`config.mk`:
```
export PLATFORM = sky130hd
export DESIGN_NAME = ltvm_ctrl
export DESIGN_NICKNAME = d
export VERILOG_FILES = /design/src/rtl/ltvm_pkg.sv /design/src/rtl/ltvm_ctrl.sv
export SDC_FILE = /design/constraint.sdc
export NUM_CORES = 1
export LEC_CHECK = 0
export ABC_AREA = 1
export BUFFER_PORTS_ARGS = -buffer_cell sky130_fd_sc_hd__buf_4
export CORE_AREA = 2 2 39 41
export DETAILED_ROUTE_END_ITERATION = 16
export DIE_AREA = 0 0 41 43
export HOLD_SLACK_MARGIN = 0.06
export PLACE_DENSITY = 0.53
export SETUP_SLACK_MARGIN = 0.1
export SYNTH_ARGS = -nofsm -noshare
export SYNTH_HDL_FRONTEND = slang
export SYNTH_SLANG_ARGS = --single-unit
```
`constraint.sdc`:
```
create_clock -name clk -period 2.4 [get_ports clk]
set_input_delay 0.36 -clock clk [delete_from_list [all_inputs] [get_ports clk]]
set_output_delay 0.36 -clock clk [all_outputs]
set_load 0.1 [all_outputs]
```
`src/rtl/ltvm_pkg.sv`:
```
// Shared constants, codes and control types of the looping track and voice mixer.
`timescale 1ns / 1ps

package ltvm_pkg;

    localparam int TRACK_DEPTH    = 65536;
    localparam int EFFECT_DEPTH   = 16384;
    localparam int EFFECT_ENTRIES = 16;
    localparam int VOICES         = 4;

    localparam int TRACK_AW  = (TRACK_DEPTH > 1) ? $clog2(TRACK_DEPTH) : 1;
    localparam int EFFECT_AW = (EFFECT_DEPTH > 1) ? $clog2(EFFECT_DEPTH) : 1;
    localparam int ENTRY_W   = (EFFECT_ENTRIES > 1) ? $clog2(EFFECT_ENTRIES) : 1;
    localparam int VOICE_W   = (VOICES > 1) ? $clog2(VOICES) : 1;

    localparam int TPOS_W = 17;
    localparam int VPOS_W = 15;
    localparam int CFG_DW = 17;
    localparam int CFG_IW = 2;

    localparam logic [2:0] KIND_TICK         = 3'd0;
    localparam logic [2:0] KIND_WR_TRACK     = 3'd1;
    localparam logic [2:0] KIND_WR_EFFECT    = 3'd2;
    localparam logic [2:0] KIND_DEF_EFFECT   = 3'd3;
    localparam logic [2:0] KIND_START_TRACK  = 3'd4;
    localparam logic [2:0] KIND_STOP         = 3'd5;
    localparam logic [2:0] KIND_PAUSE        = 3'd6;
    localparam logic [2:0] KIND_START_EFFECT = 3'd7;

    localparam logic [CFG_IW-1:0] CFG_TRACK_LENGTH = 2'd0;
    localparam logic [CFG_IW-1:0] CFG_LOOP_START   = 2'd1;
    localparam logic [CFG_IW-1:0] CFG_TRACK_COUNT  = 2'd2;
    localparam logic [CFG_IW-1:0] CFG_EFFECT_COUNT = 2'd3;

    typedef struct packed {
        logic [13:0] offset;
        logic [14:0] length;
    } ltvm_fx_t;

    typedef struct packed {
        logic               apply;
        logic               trk;
        logic               mix;
        logic [VOICE_W-1:0] vsel;
        logic               fin;
        logic               out_load;
    } ltvm_cmd_t;

    typedef struct packed {
        logic out_free;
    } ltvm_sts_t;

endpackage

```
`src/rtl/ltvm_ctrl.sv`:
```
// Controller state machine sequencing item application and the per-tick mix.
`timescale 1ns / 1ps

module ltvm_ctrl (
    input  logic                clk,
    input  logic                rst_n,
    input  logic                in_valid,
    input  logic [2:0]          kind,
    output logic                in_stall,
    input  ltvm_pkg::ltvm_sts_t sts,
    output ltvm_pkg::ltvm_cmd_t cmd
);
    import ltvm_pkg::*;

    localparam logic [2:0] S_IDLE = 3'd0;
    localparam logic [2:0] S_TRK  = 3'd1;
    localparam logic [2:0] S_MIX  = 3'd2;
    localparam logic [2:0] S_FIN  = 3'd3;
    localparam logic [2:0] S_OUT  = 3'd4;

    localparam logic [VOICE_W-1:0] LAST_VOICE = VOICE_W'(VOICES - 1);

    logic [2:0]         state_reg;
    logic [2:0]         state_next;
    logic [VOICE_W-1:0] cnt_reg;
    logic [VOICE_W-1:0] cnt_next;

    always_comb
    begin
        state_next   = state_reg;
        cnt_next     = cnt_reg;
        cmd          = '0;
        cmd.vsel     = cnt_reg;
        unique case (state_reg)
            S_IDLE:
            begin
                if (in_valid)
                begin
                    if (kind == KIND_TICK)
                    begin
                        state_next = S_TRK;
                    end
                    else
                    begin
                        cmd.apply = 1'b1;
                    end
                end
            end
            S_TRK:
            begin
                cmd.trk    = 1'b1;
                cnt_next   = '0;
                state_next = S_MIX;
            end
            S_MIX:
            begin
                cmd.mix = 1'b1;
                if (cnt_reg == LAST_VOICE)
                begin
                    state_next = S_FIN;
                end
                else
                begin
                    cnt_next = cnt_reg + 1'b1;
                end
            end
            S_FIN:
            begin
                cmd.fin    = 1'b1;
                state_next = S_OUT;
            end
            S_OUT:
            begin
                if (sts.out_free)
                begin
                    cmd.out_load = 1'b1;
                    state_next   = S_IDLE;
                end
            end
            default:
            begin
                state_next = S_IDLE;
            end
        endcase
    end

    assign in_stall = (state_reg != S_IDLE);

    always_ff @(posedge clk or negedge rst_n)
    begin
        if (!rst_n)
        begin
            state_reg <= S_IDLE;
            cnt_reg   <= '0;
        end
        else
        begin
            state_reg <= state_next;
            cnt_reg   <= cnt_next;
        end
    end

`ifndef SYNTH
    a_tick_starts_mix: assert property (@(posedge clk) disable iff (!rst_n)
        (state_reg == S_IDLE && in_valid && kind == KIND_TICK) |=> (state_reg == S_TRK))
        else $error("tick transaction did not start the mix");

    a_mix_starts_at_zero: assert property (@(posedge clk) disable iff (!rst_n)
        (state_reg == S_TRK) |=> (state_reg == S_MIX && cnt_reg == '0))
        else $error("voice sweep did not start at the first voice");

    a_out_returns_idle: assert property (@(posedge clk) disable iff (!rst_n)
        (state_reg == S_OUT && sts.out_free) |=> (state_reg == S_IDLE && !in_stall))
        else $error("result hand-off did not release the input channel");
`endif

endmodule

```
==> flow_metrics.tcl, run 1 <==
set metrics [dict create \
    synth_area_per_cell_um2 7.45 \
    initial_core_util_pct 22.6 \
    fillCellCount 152 \
    crit_slowest_cell "dfrtp_1" \
    die_w_um 41 \
    yosysTopAreaCell "dfrtp_1" \
    ys_types 15 \
    core_area_um2 1380 \
    fin_nets 70 \
    rows 14 \
    hold_viol_final 0 \
    wirelength_um 670 \
    tns_ns 0 \
    port_buffers 14 \
    root_buffer "clkbuf_4" \
    postRouteAntennaNets 0 \
    ys_ff_latch 5 \
    outcome "finished clean" \
    yosysSeqAreaShare_pct 40.0 \
    grt_start_max_net_pins 7 \
    drive_gt1_share_pct 49.2 \
    worstPathRequired_ns 2.04 \
    hold_class "in2async" \
    cp_top_family "flip-flops" \
    path_class "reg2out" \
    grt_pass1_wl_um 1260 \
    synth.area.top_cells "dfrtp_1, nand2_1, nand3_1, nor3_2, inv_1" \
    tightest_slew_ns 0.279 \
    synth_top_area_share_pct 40.0 \
    clockBufferDepth 2 \
    crit_path_max_fanout 4 \
    cts_buffers 3 \
    fin_crit_sh_pct 74.8 \
    period_minus_slack_ns 1.79 \
    slew_headroom_pct 81.6 \
    post_drt_wl_per_cell_um 8.70 \
    drc_errors 0 \
    antenna_found_initial 0 \
    viasPerCell 3.99 \
    die-area_um2 1760 \
    cts.sinks 5 \
    path_buf_inv 2 \
    io_pins 15 \
    track_usage_pct 10.9 \
    place.gp.congestion 0.627 \
    cts.clk_slew.worst_paths_ns 0.04 \
    syn_area_um2 313 \
    grt_overflow 0 \
    dp_cells 72 \
    cpPeakStageDelay_ns 0.43 \
    clk_latency_ns 0.24 \
    cpMostUsedCell "nor2_2" \
    ys_warn_count 0 \
    fp.dieH_um 43 \
    final_cells 77 \
    end_kind "primary output" \
    worstPathCellList "inv_2 -> nand2_4 -> nor2_2 -> nand2_2 -> nor2_2 -> buf_4" \
    num_antenna_cells 0 \
    cap_viol_max_count 0 \
    setup.worst_path.start_class "register" \
    grt_pass1_vias 337 \
    cts_max_level 1 \
    dp_hpwl_um 576 \
    grt_setup_unrepaired "false" \
    arrival_ns 1.43 \
    largest_reg_flops 3 \
    skew_ns 0.00140 \
    cts_tree "done" \
    syn_nets 50 \
    fmax_ghz 0.557 \
    slew_violations 0 \
    drt_iter0_markers 0 \
    syn_inst 42 \
    vias 307 \
    drtPass1Iterations 1 \
    finalSetupViolCount 0 \
    areaGrowthSynthToFinish_pct 57.2 \
]
-- worst reg2reg max path, stage by stage, from the launching register on --
cell     delay (ns)
dfrtp_1        0.40
ha_1           0.20
inv_1          0.07
nand3_1        0.12
nand2_1        0.10
inv_2          0.04
nand2_1        0.04
o21ai_1        0.06
-- logic make-up after synthesis --
family          count (synthesis)  synth area share, %
buf+inv                        11                 13.2
compound gates                  2                 3.20
flops                           5                 40.0
simple gates                   23                 39.6
fa+ha+maj                       1                 4.00
-- metrics by stage --
stage	area, µm²	worst slack [ns]	hold slack, ns	utilization (%)
after detailed placement	455	0.848	0.164	32.9
after CTS	492	0.580	0.452	35.5
after global placement	455	0.867	0.163	32.9
final	492	0.606	0.466	35.5
after global routing	492	0.505	0.459	35.5
after floorplan	330	0.175	0.0644	-
-- worst paths after layout --
kind | cells past startpoint | slack, ns | start | to
min reg2reg | 2 | 0.50 | cnt_reg[1] | cnt_reg[1]
min in group clk | 6 | 0.48 | kind[0] | state_reg[0]
max reg2reg | 7 | 1.25 | cnt_reg[0] | cnt_reg[0]
max | 6 | 0.61 | state_reg[0] | cmd[6]
max in group asynchronous | 2 | 1.83 | rst_n | cnt_reg[1]
min | 2 | 0.47 | rst_n | state_reg[2]
-- Yosys cell counts --
library cell	count
nand2_1	7
dfrtp_1	5
inv_1	5
inv_2	5
nand3_1	4
nor2_1	4
nand2_2	2
nor3_2	2
o21ai_1	2
clkinv_1	1
ha_1	1
nand2_4	1
nand4_1	1
nor2_2	1
nor4_1	1
-- area by class of cell --
type,instances,area [µm²],area share (%)
Sequential cell,5,125,25.4
Timing Repair Buffer,15,115,23.4
Clock buffer,4,26.3,5.34
Multi-Input combinational cell,26,164,33.3
Inverter,11,41.3,8.40
Tap cell,16,20.0,4.07
-- cell usage in the layout, fill, tap and decap left out, types with 2 or more instances in the layout --
cell type and count:
buf_4 14, clkbuf_4 3, dfrtp_1 5, inv_1 5, inv_2 5, nand2_1 7, nand2_2 2, nand3_1 4
nor2_1 3, nor2_2 2, nor3_2 2, o21ai_1 2
-- per-layer routing --
metal | global-route usage, % | vias up | part of all wire (%)
met4 | 8.00 | 0 | 0
li1 | - | 167 | -
met5 | 0 | - | 0
met3 | 3.14 | 0 | 6.3
met1 | 11.9 | 134 | 42
met2 | 16.9 | 6 | 52
-- what timing repair did --
item / 4_1_cts / 5_1_grt
endpoints found under the hold margin: 5 / 0
resized for setup: 0 / 0
buffers inserted: 0 / 0
hold buffers: 1 / 0
Power of run 1 is not shown: default switching activity piles up to over one toggle a cycle in this logic, so the estimate is an artifact.
==> inputs of run 2 (changes only) <==
Settings changed: PLACE_DENSITY 0.53 to 0.55.
Clock period 2.4 ns to 1.6 ns, I/O delays scaled along.
==> flow_metrics.tcl, run 2 (synthesized netlist as in run 1, its figures left out) <==
set metrics [dict create \
    cap_viol_max_count 0 \
    initial_core_util_pct 22.6 \
    hold_viol_final 0 \
    multi_input_area_um2 188 \
    fin_crit_sh_pct 93.6 \
    vias 336 \
    grt_pass1_vias 346 \
    worstPathCellList "inv_2 -> nand2_4 -> nor2_4 -> nand2_2 -> nor2_4 -> buf_12" \
    worstRegToRegCells 7 \
    placedInstanceArea_um2 492 \
    hold_class "in2async" \
    place.gp.congestion 0.752 \
    slew_headroom_pct 81.6 \
    core_area_um2 1380 \
    path_class "reg2out" \
    dp_hpwl_um 624 \
    outcome "finished clean" \
    pre_cts_slack_ns 0.204 \
    path_buf_inv 2 \
    arrival_ns 1.26 \
    wl_met3_um 28 \
    fp.dieH_um 43 \
    skew_ns 0.0000694 \
    drc_errors 0 \
    grt_start_max_net_pins 6 \
    cts_buffers 3 \
    worstPathRequired_ns 1.36 \
    cts_max_level 1 \
    postRouteAntennaNets 0 \
    fin_util_pct 45.7 \
    path_depth 6 \
    cts.sinks 5 \
    top_layer "met4" \
    final_cell_mix "buf_4, nand2_1, inv_1" \
    areaGrowthSynthToFinish_pct 102 \
    cts_tree "done" \
    io_pins 15 \
    cpPeakStageDelay_ns 0.39 \
    antenna_found_initial 0 \
    fin_ws_ns 0.102 \
    m1WireLength_um 272 \
    track_usage_pct 12.0 \
    grt_pass1_wl_um 1340 \
    cp_top_family "flip-flops" \
    period_minus_slack_ns 1.50 \
    post_drt_wl_per_cell_um 8.88 \
    root_buffer "clkbuf_4" \
    clockBufferDepth 2 \
    grt_setup_unrepaired "true" \
    viasPerCell 4.00 \
    crit_path_max_fanout 3 \
    finalInstanceArea_um2 632 \
    rows 14 \
    end_kind "primary output" \
    drive_gt1_share_pct 60.3 \
    drtPass1Iterations 5 \
    largest_reg_flops 3 \
    setup.worst_path.start_class "register" \
    startpoint "state_reg[0]" \
    route.met2.wl_um 436 \
    die-area_um2 1760 \
    drt_iter0_markers 7 \
    grt_overflow 0 \
    wirelength_um 746 \
    fillCellCount 140 \
    fmax_ghz 0.668 \
    clk_latency_ns 0.23 \
    num_antenna_cells 0 \
    cpMostUsedCell "nor2_4" \
    cts.clk_slew.worst_paths_ns 0.04 \
    slew_violations 0 \
    die_w_um 41 \
    seq_area_um2 129 \
    tightest_slew_ns 0.278 \
    final_common_cell "buf_4" \
    port_buffers 14 \
    tns_ns 0 \
    crit_slowest_cell "dfrtp_1" \
    finalSetupViolCount 0 \
    timing.rr.start "state_reg[0]" \
    fin_nets 77 \
]
## run 2: cell types whose count changed in the layout (fill, tap and decap cells not counted), moves of 2 or more
| cell | delta |
|---|---|
| buf_12 | +4 |
| dfrtp_1 | -3 |
| dfrtp_2 | +3 |
| nor2_4 | +3 |
| buf_6 | +2 |
| nor2_2 | -2 |
## run 2: path summary, 6_finish.rpt
kind / to / slack [ns]
max: cmd[6] / 0.10
min: cnt_reg[1] / 0.34
max reg2reg: cnt_reg[0] / 0.44
min reg2reg: cnt_reg[0] / 0.49
max in group asynchronous: state_reg[1] / 1.14
min in group clk: state_reg[0] / 0.43
## run 2: through the flow
step / hold WS, ns / cells
2_1_floorplan: -0.0556 / 42
3_3_place_gp: 0.0426 / 74
3_5_place_dp: 0.0435 / 74
4_1_cts: 0.332 / 83
5_1_grt: 0.347 / 84
6_report: 0.343 / 84
## run 2: final cells by class
class                   count  area share, %
flip-flops and latches      5           20.4
repair buffers             22           35.6
inverters                  11           6.93
well taps                  16           3.17
clock buffers               4           4.16
multi-input cells          26           29.7
## run 2: routing by layer
layer  vias to the layer above  GRT usage (%)
met2                         6           16.6
met5                         -              0
met3                         2           3.14
met1                       145           13.9
met4                         0           12.0
li1                        183              -
## run 2: repair_timing
| item | 4_1_cts | 5_1_grt |
|---|---|---|
| hold endpoints to repair | 5 | 0 |
| setup endpoints to repair | 4 | 5 |
| resized for setup | 10 | 4 |
| pin swaps | 1 | 0 |
| setup buffers | 4 | 1 |
| hold buffers | 1 | 0 |
Power of run 2 is left out for the same reason.
==> inputs of run 3 (changes only) <==
Settings changed: GPL_TIMING_DRIVEN set to 0, PLACE_DENSITY 0.55 to 0.53.
Clock period 1.6 ns to 1.82 ns, I/O delays scaled along.
==> flow_metrics.tcl, run 3 (synthesized netlist as in run 1, its figures left out) <==
set metrics [dict create \
    areaGrowthSynthToFinish_pct 66.0 \
    setup.worst_path.start_class "register" \
    grt_start_max_net_pins 7 \
    track_usage_pct 8.81 \
    path_class "reg2out" \
    place.gp.congestion 0.636 \
    worstPathRequired_ns 1.55 \
    cts.clk_slew.worst_paths_ns 0.04 \
    grt_setup_unrepaired "false" \
    post_drt_wl_per_cell_um 8.13 \
    grt_overflow 0 \
    grt_pass1_wl_um 1030 \
    slew_headroom_pct 81.5 \
    ff2ff_setup_slack_ns 0.68 \
    viasPerCell 3.99 \
    fmax_ghz 0.610 \
    antenna_found_initial 0 \
    period_minus_slack_ns 1.64 \
    io_pins 15 \
    fin_crit_sh_pct 90.1 \
    root_buffer "clkbuf_4" \
    drtPass1Iterations 2 \
    skew_ns 0.000660 \
    die-area_um2 1760 \
    clockBufferDepth 2 \
    hold_viol_final 0 \
    slew_violations 0 \
    cts.sinks 5 \
    arrival_ns 1.37 \
    drc_errors 0 \
    crit_path_max_fanout 4 \
    crit_slowest_cell "dfrtp_1" \
    die_w_um 41 \
    fillCellCount 145 \
    tightest_slew_ns 0.279 \
    cts_setup_buffers 0 \
    outcome "finished clean" \
    clk_latency_ns 0.23 \
    largest_reg_flops 3 \
    cpPeakStageDelay_ns 0.43 \
    fp.dieH_um 43 \
    drt_iter0_markers 1 \
    vias 307 \
    cts_max_level 1 \
    hold_class "in2async" \
    grt_pass1_vias 292 \
    dp_hpwl_um 532 \
    port_buffers 14 \
    core_area_um2 1380 \
    cap_viol_max_count 0 \
    wirelength_um 626 \
    postRouteAntennaNets 0 \
    final_cell_mix "buf_4, nand2_1, inv_2, inv_1" \
    rows 14 \
    end_kind "primary output" \
    cts_buffers 3 \
    fin_nets 70 \
    initial_core_util_pct 22.6 \
    finalSetupViolCount 0 \
    drive_gt1_share_pct 52.5 \
    final_common_cell "buf_4" \
    worstPathCellList "inv_2 -> nand2_4 -> nor2_2 -> nand2_2 -> nor2_4 -> buf_12" \
    cts_tree "done" \
    tns_ns 0 \
    num_antenna_cells 0 \
]
==> run 3: cell count changes in the layout (fill, tap and decap cells not counted), sizes merged <==
cell / before / now
buf: 21 / 14
==> run 3: path summary, 6_finish.rpt <==
check                               end  cells after the start          from
setup reg to reg             cnt_reg[0]                      7    cnt_reg[0]
hold reg to reg              cnt_reg[1]                      2    cnt_reg[1]
min in group clk           state_reg[0]                      6       kind[0]
max in group asynchronous  state_reg[2]                      2         rst_n
hold / removal             state_reg[0]                      2         rst_n
setup / recovery                 cmd[6]                      6  state_reg[0]
==> run 3: through the flow <==
stage / setup slack [ns] / area (µm²) / hold WS (ns) / cells / utilization (%)
floorplan: 0.000330 / 344 / -0.0226 / 42 / -
global placement: 0.335 / 469 / 0.0745 / 72 / 33.9
detailed placement: 0.329 / 469 / 0.0751 / 72 / 33.9
CTS: 0.123 / 509 / 0.363 / 77 / 36.8
global route: 0.0949 / 519 / 0.383 / 77 / 37.5
finish: 0.179 / 519 / 0.372 / 77 / 37.5
==> run 3: metal layers <==
layer	vias to the layer above	track usage (%)	part of all wire, %
met5	-	0	0
met4	0	6.00	0
met3	0	3.14	4.3
met2	4	13.1	54
met1	135	9.90	42
li1	168	-	-
==> run 3: cell type report <==
cell class	instances	area, µm²	area share [%]
flip-flops and latches	5	126	24.3
inverters	11	41.3	7.95
repair buffers	15	128	24.6
clock buffers	4	26.3	5.06
multi-input cells	26	178	34.2
well taps	16	20.0	3.86
==> run 3: timing repair <==
| action | 4_1_cts | 5_1_grt |
|---|---|---|
| hold buffers | 1 | 0 |
| endpoints found under the hold margin | 5 | 0 |
| pin swaps | 0 | 0 |
| gates cloned | 0 | 0 |
| endpoints found under the setup margin | 1 | 1 |
| resized for setup | 1 | 3 |
==> run 3: critical path, delay by kind of cell (launching register included) <==
| family | cells | cell delay, ns |
|---|---|---|
| flip-flops | 1 | 0.43 |
| AND/OR/NAND/NOR | 4 | 0.38 |
| buffers and inverters | 2 | 0.32 |
Power of run 3 is left out for the same reason.
